## src/design/tclf_pkg.sv

```systemverilog
`timescale 1ns / 1ps
`default_nettype none
package tclf_pkg;
	localparam int LEVEL_BITS = 10;
	localparam int COUNT_BITS = 21;
	localparam int NUM_BITS   = 21;  // dividend: up to 1023*2000
	localparam int DIV_CNT_BITS = 5;
	localparam logic [LEVEL_BITS-1:0] LEVEL_MAX = {LEVEL_BITS{1'b1}};
	localparam logic [10:0] TICKS_PER_UNIT = 11'd2000;

	localparam logic [1:0] MODE_IDLE   = 2'd0;
	localparam logic [1:0] MODE_MANUAL = 2'd1;
	localparam logic [1:0] MODE_PRESET = 2'd2;
	localparam logic [1:0] MODE_OFF    = 2'd3;

	localparam logic [1:0] SEL_ONE  = 2'd0;
	localparam logic [1:0] SEL_TWO  = 2'd1;
	localparam logic [1:0] SEL_BOTH = 2'd2;

	localparam logic [4:0] CMD_NONE        = 5'd0;
	localparam logic [4:0] CMD_OFF_TWO     = 5'd10;
	localparam logic [4:0] CMD_UP          = 5'd12;
	localparam logic [4:0] CMD_DOWN        = 5'd13;
	localparam logic [4:0] CMD_LEFT        = 5'd14;
	localparam logic [4:0] CMD_BOTH        = 5'd15;
	localparam logic [4:0] CMD_RIGHT       = 5'd16;
	localparam logic [4:0] CMD_SLEEP_SHORT = 5'd17;
	localparam logic [4:0] CMD_SLEEP_LONG  = 5'd18;

	localparam logic [2:0] REG_FULL  = 3'd0;
	localparam logic [2:0] REG_TQ    = 3'd1;
	localparam logic [2:0] REG_HALF  = 3'd2;
	localparam logic [2:0] REG_QUART = 3'd3;
	localparam logic [2:0] REG_FADE  = 3'd4;
	localparam logic [2:0] REG_SSHRT = 3'd5;
	localparam logic [2:0] REG_SLONG = 3'd6;
	localparam logic [2:0] REG_MAN   = 3'd7;

	// controller -> datapath
	typedef struct packed {
		logic tick;       // apply one timer tick
		logic command;    // apply a new command (no intervals yet)
		logic div_start;  // load divider for channel div_ch
		logic div_step;   // one restoring step
		logic div_store;  // write quotient to channel's interval
		logic div_ch;
		logic finish;     // clear counters, load manual intervals, check all-off end
	} tclf_cmd_t;

	// datapath -> controller
	typedef struct packed {
		logic new_cmd;    // input command differs from last one
		logic need_div;   // channel div_ch needs a division
	} tclf_stat_t;
endpackage
`default_nettype wire

```

## src/design/two_channel_led_fade_controller.sv

```systemverilog
`timescale 1ns / 1ps
`default_nettype none
// Channel  | Handshake               | Payload
// in       | in_valid / in_ready     | op, command
// out      | out_valid / out_ready   | level_one, level_two, mode, selection
// cfg      | cfg_valid / cfg_ready   | cfg_index, cfg_data
//
// A tick, or a command equal to the last one, gives its result in the next cycle.
// A new command runs setup and, if needed, a division for each channel in
// turn (one restoring step per cycle of the shared divider), then finishes.
// Reset clears mode, selection, levels, targets, intervals and counters.
// The result register holds until taken; a new request is taken as it leaves.
module two_channel_led_fade_controller (
	input  wire logic       clk,
	input  wire logic       arst_n,
	input  wire logic       in_valid,
	output logic            in_ready,
	input  wire logic       op,
	input  wire logic [4:0] command,
	output logic            out_valid,
	input  wire logic       out_ready,
	output logic [tclf_pkg::LEVEL_BITS-1:0] level_one,
	output logic [tclf_pkg::LEVEL_BITS-1:0] level_two,
	output logic [1:0]      mode,
	output logic [1:0]      selection,
	input  wire logic       cfg_valid,
	output logic            cfg_ready,
	input  wire logic [2:0] cfg_index,
	input  wire logic [15:0] cfg_data
);
	tclf_pkg::tclf_cmd_t  cmd;
	tclf_pkg::tclf_stat_t stat;

	// configuration is always taken
	assign cfg_ready = 1'b1;

	tclf_ctrl u_ctrl (
		.clk(clk), .arst_n(arst_n),
		.in_valid(in_valid), .in_ready(in_ready), .op(op),
		.out_valid(out_valid), .out_ready(out_ready),
		.stat(stat), .cmd(cmd)
	);

	tclf_dp u_dp (
		.clk(clk), .arst_n(arst_n),
		.cfg_valid(cfg_valid), .cfg_index(cfg_index), .cfg_data(cfg_data),
		.command(command), .cmd(cmd), .stat(stat),
		.level_one(level_one), .level_two(level_two),
		.mode(mode), .selection(selection)
	);

`ifndef SYNTHESIS
	// hold off new requests while a result waits unclaimed
	a_no_take_while_full: assert property (@(posedge clk) disable iff (!arst_n)
		(out_valid && !out_ready) |-> !in_ready) else $error("request taken over result");
	// a tick answers on the next cycle
	a_tick_one_cycle: assert property (@(posedge clk) disable iff (!arst_n)
		(in_valid && in_ready && !op) |=> out_valid) else $error("tick result late");
	// selection never takes the unused code
	a_sel_code: assert property (@(posedge clk) disable iff (!arst_n)
		selection != 2'd3) else $error("bad selection");
`endif
endmodule
`default_nettype wire

```

## src/design/tclf_ctrl.sv

```systemverilog
`timescale 1ns / 1ps
`default_nettype none
module tclf_ctrl (
	input  wire logic               clk,
	input  wire logic               arst_n,
	input  wire logic               in_valid,
	output logic                    in_ready,
	input  wire logic               op,
	output logic                    out_valid,
	input  wire logic               out_ready,
	input  wire tclf_pkg::tclf_stat_t stat,
	output tclf_pkg::tclf_cmd_t     cmd
);
	localparam logic [2:0] ST_IDLE = 3'd0;
	localparam logic [2:0] ST_CH   = 3'd1;
	localparam logic [2:0] ST_DIV  = 3'd2;
	localparam logic [2:0] ST_DONE = 3'd3;

	logic [2:0] state_q;
	logic       ch_q;
	logic [tclf_pkg::DIV_CNT_BITS-1:0] cnt_q;
	logic       out_valid_q;
	logic       accept;

	assign in_ready  = (state_q == ST_IDLE) && (!out_valid_q || out_ready);
	assign accept    = in_valid && in_ready;
	assign out_valid = out_valid_q;

	always_comb begin
		cmd = '0;
		cmd.div_ch = ch_q;
		unique case (state_q)
			ST_IDLE: begin
				cmd.tick    = accept && !op;
				cmd.command = accept && op && stat.new_cmd;
			end
			ST_CH: cmd.div_start = stat.need_div;
			ST_DIV: begin
				cmd.div_step  = 1'b1;
				cmd.div_store = (cnt_q == '0);
			end
			ST_DONE: cmd.finish = 1'b1;
			default: ;
		endcase
	end

	always_ff @(posedge clk or negedge arst_n) begin
		if (!arst_n) begin
			state_q     <= ST_IDLE;
			ch_q        <= 1'b0;
			cnt_q       <= '0;
			out_valid_q <= 1'b0;
		end else begin
			if (out_valid_q && out_ready) out_valid_q <= 1'b0;
			unique case (state_q)
				ST_IDLE: begin
					if (accept) begin
						if (op && stat.new_cmd) begin
							state_q <= ST_CH;
							ch_q    <= 1'b0;
						end else begin
							out_valid_q <= 1'b1;
						end
					end
				end
				ST_CH: begin
					if (stat.need_div) begin
						state_q <= ST_DIV;
						cnt_q   <= tclf_pkg::DIV_CNT_BITS'(tclf_pkg::NUM_BITS - 1);
					end else if (ch_q) begin
						state_q <= ST_DONE;
					end else begin
						ch_q <= 1'b1;
					end
				end
				ST_DIV: begin
					cnt_q <= cnt_q - 1'b1;
					if (cnt_q == '0) begin
						if (ch_q) state_q <= ST_DONE;
						else begin
							ch_q    <= 1'b1;
							state_q <= ST_CH;
						end
					end
				end
				ST_DONE: begin
					state_q     <= ST_IDLE;
					out_valid_q <= 1'b1;
				end
				default: state_q <= ST_IDLE;
			endcase
		end
	end
endmodule
`default_nettype wire

```

## src/design/tclf_dp.sv

```systemverilog
`timescale 1ns / 1ps
`default_nettype none
module tclf_dp (
	input  wire logic              clk,
	input  wire logic              arst_n,
	input  wire logic              cfg_valid,
	input  wire logic [2:0]        cfg_index,
	input  wire logic [15:0]       cfg_data,
	input  wire logic [4:0]        command,
	input  wire tclf_pkg::tclf_cmd_t cmd,
	output tclf_pkg::tclf_stat_t   stat,
	output logic [tclf_pkg::LEVEL_BITS-1:0] level_one,
	output logic [tclf_pkg::LEVEL_BITS-1:0] level_two,
	output logic [1:0]             mode,
	output logic [1:0]             selection
);
	localparam int LB = tclf_pkg::LEVEL_BITS;
	localparam int CB = tclf_pkg::COUNT_BITS;
	localparam int NB = tclf_pkg::NUM_BITS;

	logic [9:0]  lvl_full_q, lvl_tq_q, lvl_half_q, lvl_quart_q;
	logic [7:0]  fade_q;
	logic [9:0]  sshort_q, slong_q;
	logic [15:0] man_q;

	logic [4:0]    last_q;
	logic [1:0]    mode_q, sel_q;
	logic [LB-1:0] tgt_q [2];
	logic [LB-1:0] cur_q [2];
	logic [CB-1:0] intv_q [2];
	logic [CB-1:0] tcnt_q [2];

	// divider
	logic [NB-1:0] quo_q;
	logic [LB-1:0] rem_q;
	logic [LB-1:0] den_q;
	logic [LB:0]   trial;

	always_ff @(posedge clk or negedge arst_n) begin
		if (!arst_n) begin
			lvl_full_q  <= 10'd1023;
			lvl_tq_q    <= 10'd767;
			lvl_half_q  <= 10'd511;
			lvl_quart_q <= 10'd255;
			fade_q      <= 8'd10;
			sshort_q    <= 10'd300;
			slong_q     <= 10'd600;
			man_q       <= 16'd130;
		end else if (cfg_valid) begin
			unique case (cfg_index)
				tclf_pkg::REG_FULL:  lvl_full_q  <= cfg_data[9:0];
				tclf_pkg::REG_TQ:    lvl_tq_q    <= cfg_data[9:0];
				tclf_pkg::REG_HALF:  lvl_half_q  <= cfg_data[9:0];
				tclf_pkg::REG_QUART: lvl_quart_q <= cfg_data[9:0];
				tclf_pkg::REG_FADE:  fade_q      <= cfg_data[7:0];
				tclf_pkg::REG_SSHRT: sshort_q    <= cfg_data[9:0];
				tclf_pkg::REG_SLONG: slong_q     <= cfg_data[9:0];
				tclf_pkg::REG_MAN:   man_q       <= cfg_data;
				default: ;
			endcase
		end
	end

	// division setup for the channel in turn
	logic [LB-1:0] dcur, dtgt, diff;
	logic [9:0]    dtime;
	always_comb begin
		dcur = cur_q[cmd.div_ch];
		dtgt = tgt_q[cmd.div_ch];
		diff = (dcur > dtgt) ? dcur - dtgt : dtgt - dcur;
		dtime = 10'(fade_q);
		stat.need_div = 1'b0;
		if (mode_q == tclf_pkg::MODE_PRESET) begin
			stat.need_div = (dcur != dtgt);
		end else if (mode_q == tclf_pkg::MODE_OFF) begin
			diff = dcur;
			dtime = (last_q == tclf_pkg::CMD_SLEEP_SHORT) ? sshort_q : slong_q;
			stat.need_div = (dcur != '0) && (last_q == tclf_pkg::CMD_SLEEP_SHORT
				|| last_q == tclf_pkg::CMD_SLEEP_LONG);
		end
		stat.new_cmd = (command != last_q);
	end

	logic [NB-1:0] dividend;
	assign dividend = NB'(dtime) * NB'(tclf_pkg::TICKS_PER_UNIT);
	assign trial = {rem_q, quo_q[NB-1]};

	// command decode
	logic          is_preset, pch;
	logic [LB-1:0] plv;
	always_comb begin
		is_preset = 1'b1;
		plv = '0;
		unique case (command)
			5'd1, 5'd2: plv = LB'(lvl_full_q);
			5'd3, 5'd4: plv = LB'(lvl_tq_q);
			5'd5, 5'd6: plv = LB'(lvl_half_q);
			5'd7, 5'd8: plv = LB'(lvl_quart_q);
			5'd9, tclf_pkg::CMD_OFF_TWO: plv = '0;
			default: is_preset = 1'b0;
		endcase
		pch = ~command[0];
	end

	// tick path: channel one then channel two
	logic [CB-1:0] inc [2];
	logic          fire [2];
	logic [LB-1:0] nl [2];
	logic [1:0]    m1, m2;
	always_comb begin
		for (int c = 0; c < 2; c++) begin
			inc[c]  = tcnt_q[c] + 1'b1;
			fire[c] = inc[c] >= intv_q[c];
		end
		nl[0] = cur_q[0];
		nl[1] = cur_q[1];
		m1 = mode_q;
		for (int c = 0; c < 2; c++) begin
			logic [1:0] mm;
			logic [1:0] mine;
			mm = (c == 0) ? mode_q : m1;
			mine = (c == 0) ? tclf_pkg::SEL_ONE : tclf_pkg::SEL_TWO;
			m2 = mm;
			if (fire[c] && mode_q != tclf_pkg::MODE_IDLE) begin
				if (mm == tclf_pkg::MODE_MANUAL
					&& (sel_q == mine || sel_q == tclf_pkg::SEL_BOTH)) begin
					if (last_q == tclf_pkg::CMD_DOWN && nl[c] != '0) nl[c] = nl[c] - 1'b1;
					if (last_q == tclf_pkg::CMD_UP && nl[c] != tclf_pkg::LEVEL_MAX)
						nl[c] = nl[c] + 1'b1;
				end
				if ((mm == tclf_pkg::MODE_PRESET && sel_q == mine)
					|| mm == tclf_pkg::MODE_OFF) begin
					if (nl[c] > tgt_q[c]) nl[c] = nl[c] - 1'b1;
					else if (nl[c] < tgt_q[c]) nl[c] = nl[c] + 1'b1;
					if (mm == tclf_pkg::MODE_PRESET && nl[c] == tgt_q[c])
						m2 = tclf_pkg::MODE_IDLE;
				end
			end
			if (c == 0) m1 = m2;
		end
		if (m2 == tclf_pkg::MODE_OFF && nl[0] == '0 && nl[1] == '0)
			m2 = tclf_pkg::MODE_IDLE;
	end

	always_ff @(posedge clk or negedge arst_n) begin
		if (!arst_n) begin
			last_q <= tclf_pkg::CMD_NONE;
			mode_q <= tclf_pkg::MODE_IDLE;
			sel_q  <= tclf_pkg::SEL_ONE;
			quo_q  <= '0;
			rem_q  <= '0;
			den_q  <= '0;
			for (int c = 0; c < 2; c++) begin
				tgt_q[c]  <= '0;
				cur_q[c]  <= '0;
				intv_q[c] <= '0;
				tcnt_q[c] <= '0;
			end
		end else begin
			if (cmd.tick) begin
				for (int c = 0; c < 2; c++) tcnt_q[c] <= fire[c] ? '0 : inc[c];
				cur_q[0] <= nl[0];
				cur_q[1] <= nl[1];
				mode_q   <= m2;
			end
			if (cmd.command) begin
				last_q <= command;
				if (is_preset) begin
					tgt_q[pch] <= plv;
					mode_q     <= tclf_pkg::MODE_PRESET;
					sel_q      <= pch ? tclf_pkg::SEL_TWO : tclf_pkg::SEL_ONE;
				end else begin
					priority case (command)
						tclf_pkg::CMD_UP, tclf_pkg::CMD_DOWN: mode_q <= tclf_pkg::MODE_MANUAL;
						tclf_pkg::CMD_LEFT:  sel_q <= tclf_pkg::SEL_ONE;
						tclf_pkg::CMD_BOTH:  sel_q <= tclf_pkg::SEL_BOTH;
						tclf_pkg::CMD_RIGHT: sel_q <= tclf_pkg::SEL_TWO;
						tclf_pkg::CMD_SLEEP_SHORT, tclf_pkg::CMD_SLEEP_LONG: begin
							tgt_q[0] <= '0;
							tgt_q[1] <= '0;
							mode_q   <= tclf_pkg::MODE_OFF;
						end
						tclf_pkg::CMD_NONE:
							if (mode_q == tclf_pkg::MODE_MANUAL) mode_q <= tclf_pkg::MODE_IDLE;
						default: ;
					endcase
				end
			end
			if (cmd.div_start) begin
				quo_q <= dividend;
				rem_q <= '0;
				den_q <= diff;
			end
			if (cmd.div_step) begin
				if (trial >= {1'b0, den_q}) begin
					rem_q <= LB'(trial - {1'b0, den_q});
					quo_q <= {quo_q[NB-2:0], 1'b1};
				end else begin
					rem_q <= trial[LB-1:0];
					quo_q <= {quo_q[NB-2:0], 1'b0};
				end
			end
			if (cmd.div_store)
				intv_q[cmd.div_ch] <= {quo_q[NB-2:0], trial >= {1'b0, den_q}};
			if (cmd.finish) begin
				tcnt_q[0] <= '0;
				tcnt_q[1] <= '0;
				if (mode_q == tclf_pkg::MODE_MANUAL) begin
					intv_q[0] <= CB'(man_q);
					intv_q[1] <= CB'(man_q);
				end
				if (mode_q == tclf_pkg::MODE_OFF && cur_q[0] == '0 && cur_q[1] == '0)
					mode_q <= tclf_pkg::MODE_IDLE;
			end
		end
	end

	assign level_one = cur_q[0];
	assign level_two = cur_q[1];
	assign mode      = mode_q;
	assign selection = sel_q;
endmodule
`default_nettype wire
```

## config.mk

```make
export PLATFORM = sky130hd
export DESIGN_NAME = two_channel_led_fade_controller
export DESIGN_NICKNAME = d
export VERILOG_FILES = /design/src/design/tclf_pkg.sv /design/src/design/two_channel_led_fade_controller.sv /design/src/design/tclf_ctrl.sv /design/src/design/tclf_dp.sv
export SDC_FILE = /design/constraint.sdc
export NUM_CORES = 1
export LEC_CHECK = 0
export BUFFER_PORTS_ARGS = -buffer_cell sky130_fd_sc_hd__buf_2
export CAP_MARGIN = 5
export CORE_MARGIN = 10
export CORE_UTILIZATION = 49
export DETAILED_ROUTE_END_ITERATION = 7
export GPL_TIMING_DRIVEN = 0
export PLACE_DENSITY = 0.65
export SLEW_MARGIN = 20
export SYNTH_ARGS = -nofsm -noshare
export SYNTH_HDL_FRONTEND = slang
export SYNTH_SLANG_ARGS = --single-unit
```

## constraint.sdc

```tcl
create_clock -name clk -period 8.5 [get_ports clk]
set_clock_uncertainty 0.1 [all_clocks]
set_input_delay 2.125 -clock clk [delete_from_list [all_inputs] [get_ports clk]]
set_output_delay 2.125 -clock clk [all_outputs]
set_load 0.05 [all_outputs]
```

**Yosys cells after proc, flatten, opt, wreduce, memory -nomap -nowiden**

Index checks and enable logic that the tools add are counted.

- Multiply operators: 1
- Muxes and demuxes: 100
- Eq/ne operators: 52
- Add/sub/neg operators: 14
- Shift operators: 0
- Reduce and logical (&&, ||, !) cells: 73
- Magnitude comparators: 12
- Div/mod/pow operators: 0
- Bitwise gates (word level): 3

Operator list:

| cell | number |
|---|---|
| 10-bit two-way mux | 40 |
| 42-bit two-way mux | 5 |
| 21-bit two-way mux | 5 |
| 5-bit by 4-bit == test with 1-bit output (second input constant) | 9 |
| 21-bit by 1-bit adder with 21-bit output (second input constant) | 2 |
| 42-bit bitwise mux | 1 |
| 21-bit >= comparator | 2 |
| 10-bit by 1-bit adder with 10-bit output (second input constant) | 4 |
| 10-bit zero test | 4 |
| 20-bit two-way mux | 2 |
| 10-bit one-hot mux with 4 select lines | 1 |
| 10-bit by 1-bit subtractor with 10-bit output (second input constant) | 4 |
| 2-bit two-way mux | 17 |
| 10-bit greater-than comparator | 3 |
| 10-bit nonzero test | 3 |
| 10-bit subtractor | 3 |
| 1-bit logical AND | 26 |
| 5-bit == test (second input constant) | 5 |
| 2-bit AND reduction | 11 |
| 21-bit demux with 1-bit select | 1 |
| 20-bit bitwise mux | 1 |
| 10-bit == test | 2 |
| 5-bit by 3-bit == test with 1-bit output (second input constant) | 4 |
| 10-bit < comparator | 2 |
| 41 further kinds | 98 |

- Output and inout port bits: 27
- Word-level logic and storage cells: 281
- Memories: 0
- Bits in latches: 0
- Bits of input ports: 30
- Register bits: 268
- ROM bits: 0
- RAM bits: 0

**Logic depth before layout (Yosys ltp)**

Gate-level depths: netlist of run 1.

- Depth after elaboration: 50
- Mapped depth: 33

**Modules after synthesis**

Synthesis of run 1 repeated with hierarchy kept, for this count alone.

- Cells, all modules: 2,204
- Area, all modules: 20,221.9 µm²

Modules (own cells, without submodules):

| module | area each (µm²) | cells an instance | instances | seq. area each (µm²) |
|---|---|---|---|---|
| tclf_dp | 19,568.8 | 2,130 | 1 | 6,516.2 |
| tclf_ctrl | 641.9 | 72 | 1 | 225.2 |
| two_channel_led_fade_controller | 11.3 | 2 | 1 | 0.0 |

**Worst setup path before layout of run 1**

Ideal clock, no wire load.

- Path kind: flip-flop to flip-flop
- Start point: reg u_dp.cur_q, in the netlist u_dp.level_one[0]
- End point: reg u_dp.mode_q[1], in the netlist u_dp.mode[1]
- Setup time: 0.147 ns
- Data arrival time: 6.993 ns
- Path slack: 1.260 ns
- Data required time: 8.253 ns
- Cell stages (with the launch flop): 31
- Cell sequence: dfrtp_1 > clkbuf_1 > inv_1 > ha_1 > or3b_2 > nor4_4 > buf_6 > nor2_1 > a21oi_1 > ha_1 > nand2b_1 > o31a_2 > or4_1 > and2_4 > inv_2 > ha_1 > a211o_1 > o211ai_1 > a31oi_1 > or3b_2 > a21oi_1 > nand4_1 > a21oi_1 > o211a_1 > or3b_1 > o311a_1 > a211oi_2 > nor4b_2 > o2111ai_1 > a21oi_1 > a41oi_1

- Cells in the longest elaborated chain, start to end: 45

Ends and longest elaborated chain:

| what | line | source |
|---|---|---|
| start, declared | tclf_dp.sv:29 | `logic [LB-1:0] cur_q [2];` |
| parallel branches: the longest is 44 deep, another holds 10-bit by 1-bit subtractor with 10-bit output | -- |  |
| 2-bit two-way mux (*) | tclf_dp.sv:205 | `if (cmd.finish) begin` |
| end signal, assigned | tclf_dp.sv:164 | `mode_q <= m2;` |
| end signal, assigned | tclf_dp.sv:170 | `mode_q <= tclf_pkg::MODE_PRESET;` |
| end signal, assigned | tclf_dp.sv:213 | `mode_q <= tclf_pkg::MODE_IDLE;` |
| end, declared | tclf_dp.sv:27 | `logic [1:0] mode_q, sel_q;` |

Mark *: on every way between the ends. The select of a mux whose other input is x is not followed.
A chain may end at the register's enable or synchronous reset.

**Worst setup path in the final report of run 1**

- Start point: reg u_dp.cur_q, in the netlist u_dp.level_one[1]
- End point: reg u_dp.mode_q[1], in the netlist u_dp.mode[1]

The elaborated chain is that of the path after synthesis.

==> impl_metrics.json, run 1 <==
{
  "synth.avg_cell_area_um2": 8.843,
  "async_flop_share_pct": 100.0,
  "wirelength_um": 60860,
  "finalCritPeriodShare_pct": 97.67,
  "power_density_nw_per_um2": 468.5,
  "combPwrFrac_pct": 69.3,
  "cp.arrival_ps": 8630,
  "drv_slew": 0,
  "irDropWorstVdd_mv": 0.6804,
  "setup_viol": 0,
  "clock_path_buffers": 3,
  "stdcell_count": 2994,
  "rows": 75,
  "start_util_pct": 49.42,
  "power_frac_clock_pct": 12.4,
  "synth_cells": 2339,
  "grt_pass1_wl_um": 96390,
  "grt_max_degree": 87,
  "clock_latency_ps": 590,
  "leakagePower_nw": 10.24,
  "slowest_stage": "or3b_2",
  "drtIter0Drc": 1777,
  "drv_cap": 0,
  "via_per_inst": 6.010,
  "cp.required_ps": 8830,
  "clkTransAtPathRegs_ps": 70,
  "yosysSeqAreaShare_pct": 32.59,
  "most-common-layout-cells": "nand2_1, dfrtp_1, inv_1",
  "power.total_mw": 10.72,
  "synth_edf_count": 0,
  "numCtsBuffers": 31,
  "tightest_slew_ps": 1181,
  "antenna_cells": 0,
  "fin_nets": 2647,
  "switching_share_pct": 49.35,
  "place_inst": 2932,
  "io-pin-count": 57,
  "die_h_um": 225.5,
  "place_hpwl_um": 47690,
  "cp_slowest_stage_delay_ps": 550,
  "track_usage_pct": 23.63,
  "rsz0062_at_grt": "false",
  "worstHoldPathType": "flip-flop to flip-flop",
  "htreeDepth": 1,
  "worst_slew_margin_rel_pct": 20.64,
  "clock_sinks": 267,
  "critical_path_peak_fanout": 10,
  "p_int_mw": 5.431,
  "drive_above_1_share_pct": 13.85,
  "fmax_mhz": 120.5,
  "min_period_ps": 8302,
  "numPortBuffers": 50,
  "gp_congestion": 0.9607,
  "layout_commonest_cell": "nand2_1",
  "drc": 0,
  "crit_type": "flip-flop to flip-flop",
  "antenna_found_initial": 0,
  "ys_types": 107,
  "syn-num-nets": 2554,
  "power_frac_seq_pct": 18.4,
  "wl_per_cell_um": 20.33,
  "dieWidth_um": 225.5,
  "core_um2": 41850,
  "synth_warnings": 0,
  "firstDrtPassIters": 6,
  "switchingPower_mw": 5.291,
  "ys.flop_type": "dfrtp_1",
  "fin_ws_ps": 198.0,
  "status": "complete, no violations",
  "finalHoldViolCount": 0,
  "area_growth_pct": 10.63,
  "critPathCaptureType": "flip-flop",
  "grt_pass1_vias": 17190,
  "nFillCells": 3837,
  "startpoint_type": "flip-flop",
  "root_buffer": "clkbuf_16",
  "ant_nets": 0,
  "ys_ff_latch": 267,
  "die_area_um2": 50830,
  "synth_area_um2": 20680,
  "grt_overflow": 0,
  "hold_slack_ps": 392.1,
  "fin_util_pct": 54.68,
  "tritoncts": "yes",
  "via_count": 18000,
  "dp_slack_ps": -208.2
}
## per-stage QoR
stage | TNS (ps) | cell area, um2
4_1_cts | 0 | 22740
3_3_place_gp | -321.5 | 21610
5_1_grt | 0 | 22880
6_report | 0 | 22880
3_5_place_dp | -373.8 | 21730
2_1_floorplan | 0 | 20680
## what timing repair did
item / in CTS / in global routing
gates resized for setup: 4 / 19
setup endpoints to repair: 2 / 4
pin swaps: 0 / 5
setup buffers: 0 / 9
hold buffers: 0 / 0
## path summary, 6_finish.rpt
path                       slack (ps)  cells past startpoint               from            endpoint
setup / recovery                  200                     32  u_dp.level_one[1]        u_dp.mode[1]
hold / removal                    390                      2      u_dp.den_q[8]       u_dp.den_q[8]
setup reg to reg                  200                     32  u_dp.level_one[1]        u_dp.mode[1]
hold reg to reg                   390                      2      u_dp.den_q[8]       u_dp.den_q[8]
max in group asynchronous        5720                      3             arst_n  u_dp.lvl_full_q[0]
min in group asynchronous        1340                      1             arst_n     u_dp.tcnt_q[39]
## synth_stat cells (7+ instances only)
master	n	area share (%)
and2_1	15	0.45
a21boi_0	7	0.25
nand3_1	54	1.3
a22o_1	17	0.72
o21a_1	19	0.69
o21ai_0	133	3.2
inv_1	160	2.9
nor4_1	15	0.45
or3_1	9	0.27
nor2_1	143	2.6
a21o_1	36	1.3
a211oi_1	16	0.58
xnor2_1	85	3.6
ha_1	152	9.2
a31oi_1	36	1.1
fa_1	33	3.2
nand2_1	311	5.6
nand2b_1	47	1.4
o211ai_1	14	0.51
o31ai_1	27	0.98
dfrtp_1	219	26
or4_1	12	0.44
nand4_1	34	1.0
mux2_2	106	5.8
mux2i_1	42	2.0
and3_1	24	0.73
xor2_1	39	1.7
a222oi_1	10	0.48
dfstp_2	48	6.1
nor3_1	51	1.2
o21bai_1	16	0.58
nor3b_1	10	0.36
clkbuf_1	101	1.8
nor2b_1	19	0.57
a21oi_1	107	2.6
## registers in the layout, summed over array words and instances, names as in the netlist, 5 cells and up
signal            count
u_dp.lvl_full_q      10
u_dp.sshort_q        10
u_dp.lvl_half_q      10
u_dp.fade_q           8
u_dp.intv_q          42
u_dp.lvl_tq_q        10
u_dp.rem_q           10
u_dp.level_two       10
u_dp.level_one       10
u_dp.tgt_q           20
u_dp.lvl_quart_q     10
u_ctrl.cnt_q          5
u_dp.quo_q           21
u_dp.man_q           16
u_dp.den_q           10
u_dp.last_q           5
u_dp.slong_q         10
u_dp.tcnt_q          42
## power by group through the flow
stage	logic [mW]	registers, mW	clock network [mW]
finish	7.43	1.97	1.32
global placement	7.12	1.94	0
detailed placement	7.26	1.96	0
CTS	7.34	1.95	1.35
global route	8.40	2.01	1.40
floorplan	5.51	2.00	0
## layer usage
metal / routed length [um] / track usage (%)
met5: 0 / 0
met4: 1275 / 5.163
met3: 3701 / 3.370
met2: 27070 / 36.42
met1: 28810 / 34.37
## cells by family after synthesis
logic type,Yosys count,share of synthesized area (%)
adder cells (fa/ha/maj),186,12.44
XOR/XNOR,124,5.250
AO/OA/AOI/OAI,542,17.71
AND/OR/NAND/NOR,792,18.94
buffers and inverters,279,5.256
flip-flops,267,32.59
other,1,0.01813
multiplexers,148,7.803
## critical path: cells and delay by family, from the launching register on
kind,cells,cell delay (ps)
simple gates,14,3990
compound gates,11,1940
buf+inv,2,400
fa+ha+maj,3,760
xor+xnor,2,400
flops,1,530
## cell type report
class | instances | area [um2] | share of cell area [%]
Buffer | 112 | 460.4 | 2.012
Clock buffer | 44 | 895.9 | 3.915
Tap cell | 539 | 674.4 | 2.947
Sequential cell | 267 | 6741 | 29.46
Clock inverter | 12 | 98.84 | 0.4320
Multi-Input combinational cell | 1793 | 12970 | 56.67
Timing Repair Buffer | 63 | 427.9 | 1.870
Inverter | 164 | 615.6 | 2.690
No activity file was read; power rests on OpenSTA's default activity.
==> run 2: changes to the inputs <==
--- a/config.mk
+++ b/config.mk
@@ -5,13 +5,12 @@
 export SDC_FILE = /design/constraint.sdc
 export NUM_CORES = 1
 export LEC_CHECK = 0
-export BUFFER_PORTS_ARGS = -buffer_cell sky130_fd_sc_hd__buf_2
-export CAP_MARGIN = 5
 export CORE_MARGIN = 10
 export CORE_UTILIZATION = 49
 export DETAILED_ROUTE_END_ITERATION = 7
+export DONT_BUFFER_PORTS = 1
 export GPL_TIMING_DRIVEN = 0
-export PLACE_DENSITY = 0.65
+export PLACE_DENSITY = 0.64
 export SLEW_MARGIN = 20
 export SYNTH_ARGS = -nofsm -noshare
 export SYNTH_HDL_FRONTEND = slang
==> run 2 against run 1 <==
Against the previous run:
- flip-flop and latch count is the same
- critical path depth shrank 1
- sequential power grew 8%
- hold slack lost 3.2 ps
- worst setup slack gained 39 ps
- count of clock-buffer cells in the layout shrank 2
- highest routed layer unchanged
- utilization shrank 0.53 points
- critical endpoint unchanged
==> impl_metrics.json, run 2 (synthesized netlist as in run 1, its figures left out) <==
{
  "tightest_slew_ps": 1033,
  "worstReg2RegEnd": "u_dp.mode[1]",
  "combPwrFrac_pct": 67.1,
  "dieWidth_um": 225.5,
  "layout_commonest_cell": "nand2_1",
  "fmax_mhz": 121.0,
  "via_count": 17610,
  "dp_slack_ps": -474.3,
  "die_h_um": 225.5,
  "fin_ws_ps": 236.7,
  "tritoncts": "yes",
  "firstDrtPassIters": 6,
  "place_hpwl_um": 46990,
  "stdcell_area_um2": 22660,
  "clock_sinks": 267,
  "power_frac_clock_pct": 13.1,
  "clkTransAtPathRegs_ps": 60,
  "hold_start": "u_dp.den_q[8]",
  "critical_path_peak_fanout": 10,
  "wirelength_um": 60270,
  "setup_viol": 0,
  "cp.required_ps": 8830,
  "hold_end": "u_dp.den_q[8]",
  "placed_area_um2": 21390,
  "cp_slowest_stage_delay_ps": 560,
  "io-pin-count": 57,
  "worst_slew_margin_rel_pct": 30.59,
  "clock_latency_ps": 600,
  "switchingPower_mw": 5.249,
  "power.total_mw": 10.71,
  "r2r-start": "u_dp.level_one[0]",
  "status": "complete, no violations",
  "drv_cap": 0,
  "irDropWorstVdd_mv": 0.6492,
  "worstHoldPathType": "flip-flop to flip-flop",
  "grt_pass1_vias": 16930,
  "numCtsBuffers": 31,
  "root_buffer": "clkbuf_16",
  "reg_top3": "u_dp.intv_q x42, u_dp.tcnt_q x42, u_dp.quo_q x21",
  "grt_pass1_wl_um": 95030,
  "cp.arrival_ps": 8590,
  "slowest_stage": "or4_1",
  "antenna_cells": 0,
  "switching_share_pct": 49.03,
  "finalCritPeriodShare_pct": 97.21,
  "drive_above_1_share_pct": 12.43,
  "power_frac_seq_pct": 19.8,
  "worstHoldPathCells": 2,
  "track_usage_pct": 23.44,
  "die_area_um2": 50830,
  "most-common-layout-cells": "nand2_1, dfrtp_1, inv_1",
  "rows": 75,
  "min_period_ps": 8263,
  "leakagePower_nw": 10.01,
  "ant_nets": 0,
  "power_density_nw_per_um2": 472.4,
  "drc": 0,
  "rr_worst_depth": 31,
  "start_util_pct": 49.42,
  "fin_util_pct": 54.15,
  "finalHoldViolCount": 0,
  "fin_nets": 2595,
  "antenna_found_initial": 0,
  "nFillCells": 3850,
  "clock_path_buffers": 3,
  "critPathCaptureType": "flip-flop",
  "numPortBuffers": 0,
  "area_growth_pct": 9.557,
  "startpoint_type": "flip-flop",
  "p_int_mw": 5.457,
  "htreeDepth": 1,
  "hold_slack_ps": 388.9,
  "grt_max_degree": 268,
  "gp_congestion": 0.9488,
  "drtIter0Drc": 1528,
  "via_per_inst": 5.982,
  "drv_slew": 0,
  "crit_type": "flip-flop to flip-flop",
  "core_um2": 41850,
  "rrSetupSlack_ps": 240,
  "grt_overflow": 0,
  "wl_per_cell_um": 20.47
}
==> run 2: cell count changes in the layout (fill, tap and decap cells not counted), sizes merged <==
cell	before	now
buf	77	23
bufinv	1	4
clkinv	9	8
clkinvlp	1	2
inv	165	166
==> run 2: layout make-up <==
class / instances / area (um2) / area share [%]
inverter: 164 / 615.6 / 2.716
multi-input combinational: 1793 / 13020 / 57.45
clock buffer: 42 / 868.3 / 3.832
clock inverter: 16 / 202.7 / 0.8944
tap: 539 / 674.4 / 2.976
buffer: 115 / 478.0 / 2.109
timing repair buffer: 8 / 57.56 / 0.2540
sequential: 267 / 6745 / 29.76
==> run 2: routing by layer <==
layer  GRT usage [%]  vias up  routed length [um]
met2           35.84      544               26420
met4           5.686        0                1484
met3           4.268       92                4098
li1                -     8415                   -
met1           33.53     8561               28270
met5               0        -                   0
==> run 2: worst max path at each step <==
| stage | from | endpoint |
|---|---|---|
| after floorplan | u_dp.level_one[0] | u_dp.mode[1] |
| after global placement | u_dp.level_two[0] | u_dp.mode[1] |
| after detailed placement | u_dp.level_two[0] | u_dp.mode[1] |
| after CTS | u_dp.level_one[0] | u_dp.mode[1] |
| after global routing | u_dp.level_one[0] | u_dp.mode[1] |
| final | u_dp.level_one[0] | u_dp.mode[1] |
==> run 2: what timing repair did <==
item | 4_1_cts | 5_1_grt
setup endpoints to repair | 2 | 3
buffers inserted | 1 | 6
pin swaps | 0 | 7
gates cloned | 0 | 0
hold endpoints to repair | 0 | 0
hold buffers | 0 | 0
resized for setup | 10 | 34
==> run 2: power by group through the flow <==
stage,combinational [mW],sequential (mW),clock [mW]
after detailed placement,7.01,2.13,0
after global placement,6.86,2.12,0
after CTS,7.08,2.11,1.42
final,7.18,2.12,1.40
after global routing,8.12,2.16,1.47
after floorplan,5.51,2.00,0
==> run 2: metrics by stage <==
| stage | cells | setup TNS (ps) |
|---|---|---|
| floorplan | 2339 | 0 |
| global placement | 2878 | -1008 |
| detailed placement | 2879 | -898.6 |
| CTS | 2938 | 0 |
| global route | 2944 | -66.54 |
| finish | 2944 | 0 |
==> run 2: worst max-delay path, delay by kind of cell (launching register included) <==
kind / cells / cell delay [ps]
and+or+nand+nor: 13 / 3660
AOI/OAI and AO/OA: 10 / 2220
DFF: 1 / 520
buffers and inverters: 4 / 740
adders and majority gates: 3 / 700
xor gates and xnor gates: 1 / 140
==> run 3: changes to the inputs <==
--- a/config.mk
+++ b/config.mk
@@ -5,12 +5,14 @@
 export SDC_FILE = /design/constraint.sdc
 export NUM_CORES = 1
 export LEC_CHECK = 0
+export CELL_PAD_IN_SITES_DETAIL_PLACEMENT = 1
+export CELL_PAD_IN_SITES_GLOBAL_PLACEMENT = 2
 export CORE_MARGIN = 10
-export CORE_UTILIZATION = 49
+export CORE_UTILIZATION = 41
 export DETAILED_ROUTE_END_ITERATION = 7
 export DONT_BUFFER_PORTS = 1
 export GPL_TIMING_DRIVEN = 0
-export PLACE_DENSITY = 0.64
+export PLACE_DENSITY = 0.81
 export SLEW_MARGIN = 20
 export SYNTH_ARGS = -nofsm -noshare
 export SYNTH_HDL_FRONTEND = slang
==> run 3 against run 2 <==
Against the previous run:
- first-iteration DRC count is 29% lower
- flip-flop and latch count stayed put
- critical path depth is 2 lower
- global-route usage is 0.73 points lower
==> impl_metrics.json, run 3 (synthesized netlist as in run 1, its figures left out) <==
{
  "irDropWorstVdd_mv": 0.4771,
  "grt_overflow": 0,
  "critical_path_peak_fanout": 9,
  "power_frac_clock_pct": 14.7,
  "cp_top_family": "compound AO/OA/AOI/OAI gates",
  "fin_nets": 2599,
  "grt_max_degree": 268,
  "clock_latency_ps": 580,
  "wl_per_cell_um": 22.28,
  "cp.arrival_ps": 8450,
  "min_period_ps": 8174,
  "die_h_um": 244.6,
  "rows": 82,
  "final.setup.tns_ps": 0,
  "fmax_mhz": 122.3,
  "critPathBufInv": 5,
  "area_growth_pct": 11.53,
  "worstHoldPathType": "flip-flop to flip-flop",
  "clock_sinks": 267,
  "finalHoldViolCount": 0,
  "nFillCells": 5962,
  "drv_cap": 0,
  "crit_type": "flip-flop to flip-flop",
  "power_density_nw_per_um2": 484.6,
  "power_frac_seq_pct": 19.2,
  "tightest_slew_ps": 1104,
  "root_buffer": "clkbuf_16",
  "numPortBuffers": 0,
  "reg_top3": "u_dp.intv_q x42, u_dp.tcnt_q x42, u_dp.quo_q x21",
  "layout_commonest_cell": "nand2_1",
  "grt_pass1_vias": 18620,
  "io-pin-count": 57,
  "fin_ws_ps": 325.7,
  "leakagePower_nw": 10.10,
  "clock_path_buffers": 3,
  "startpoint_type": "flip-flop",
  "path_common_cell": "inv_1",
  "clkTransAtPathRegs_ps": 60,
  "finalCritPeriodShare_pct": 96.17,
  "grt_pass1_wl_um": 108600,
  "drv_slew": 0,
  "drc": 0,
  "tritoncts": "yes",
  "dp_slack_ps": -794.8,
  "via_per_inst": 5.789,
  "p_int_mw": 5.673,
  "htreeDepth": 2,
  "worst_slew_margin_rel_pct": 26.37,
  "firstDrtPassIters": 5,
  "via_count": 17850,
  "critPathCaptureType": "flip-flop",
  "gp_congestion": 0.9071,
  "cp.required_ps": 8780,
  "core_um2": 50070,
  "antenna_found_initial": 1,
  "switchingPower_mw": 5.507,
  "drive_above_1_share_pct": 12.77,
  "most-common-layout-cells": "nand2_1, dfrtp_1, inv_1",
  "combPwrFrac_pct": 66.1,
  "switching_share_pct": 49.26,
  "setup_viol": 0,
  "die_area_um2": 59830,
  "start_util_pct": 41.31,
  "ant_nets": 0,
  "drtIter0Drc": 1082,
  "numCtsBuffers": 36,
  "status": "complete, no violations",
  "antenna_cells": 0,
  "cp_slowest_stage_delay_ps": 650,
  "slowest_stage": "or4b_1",
  "wirelength_um": 68700,
  "place_hpwl_um": 53390,
  "dieWidth_um": 244.6,
  "track_usage_pct": 22.71
}
[run 3: cell types whose count changed in the layout (fill, tap and decap cells not counted), moves of 2 or more]
cell	change
clkinv_2	-3
o311ai_0	-2
nor4_2	+2
o311ai_1	+2
clkbuf_8	+2
clkbuf_1	+2
a31oi_2	-2
buf_4	-2
clkbuf_16	+5
[run 3: per-stage QoR]
step,hold WS (ps),std cells,util (%),area (um2),total power [mW]
3_3_place_gp,368.7,3011,42.99,21530,9.121
3_5_place_dp,379.5,3012,43.04,21550,9.381
2_1_floorplan,349.8,2339,-,20680,7.506
5_1_grt,421.9,3084,46.08,23070,12.33
4_1_cts,391.5,3081,45.78,22920,11.17
6_report,389.9,3084,46.08,23070,11.18
[run 3: metal layers]
layer / routed length, um / track usage (%) / vias up / part of all wire (%)
met4: 1439 / 5.461 / 2 / 2.1
met1: 31590 / 31.04 / 8987 / 46
met2: 31450 / 36.36 / 383 / 46
li1: - / - / 8397 / -
met5: 13 / 0 / - / 0.019
met3: 4214 / 4.409 / 83 / 6.1
[run 3: final timing paths]
| path | startpoint | endpoint | slack, ps | depth (start not counted) |
|---|---|---|---|---|
| worst min-delay path | u_dp.den_q[9] | u_dp.den_q[9] | 390 | 2 |
| min in group asynchronous | arst_n | u_dp.tcnt_q[31] | 1150 | 0 |
| worst max-delay path | u_dp.level_two[0] | u_dp.mode[1] | 330 | 29 |
| worst min register to register | u_dp.den_q[9] | u_dp.den_q[9] | 390 | 2 |
| worst max register to register | u_dp.level_two[0] | u_dp.mode[1] | 330 | 29 |
| max in group asynchronous | arst_n | u_dp.lvl_quart_q[9] | 6520 | 0 |
[run 3: repair_timing]
item	4_1_cts	5_1_grt
endpoints found under the setup margin	4	4
pin swaps	2	6
gates resized for setup	18	31
buffers inserted	3	3
hold buffers	0	0
[run 3: area by class of cell]
type | count | area, um2 | share of cell area [%]
clock buffers | 51 | 1028 | 4.458
plain buffers | 115 | 480.5 | 2.083
well taps | 672 | 840.8 | 3.645
multi-input cells | 1793 | 13040 | 56.53
clock inverters | 15 | 251.5 | 1.090
repair buffers | 7 | 62.56 | 0.2712
flip-flops and latches | 267 | 6746 | 29.24
inverters | 164 | 618.1 | 2.679
[run 3: power groups by stage]
| stage | Combinational, mW | Clock [mW] | Sequential, mW |
|---|---|---|---|
| after floorplan | 5.51 | 0 | 2.00 |
| after global placement | 6.98 | 0 | 2.14 |
| after detailed placement | 7.22 | 0 | 2.16 |
| after CTS | 7.34 | 1.68 | 2.15 |
| after global routing | 8.40 | 1.74 | 2.19 |
| final | 7.39 | 1.64 | 2.15 |
[run 3: worst register-to-register path: cells and delay by family, from the launching register on]
kind	cells	cell delay, ps
flip-flops	1	520
buffers and inverters	5	840
XOR/XNOR	1	140
AND/OR/NAND/NOR	9	2780
AO/OA/AOI/OAI	11	2900
adder cells (fa/ha/maj)	3	710
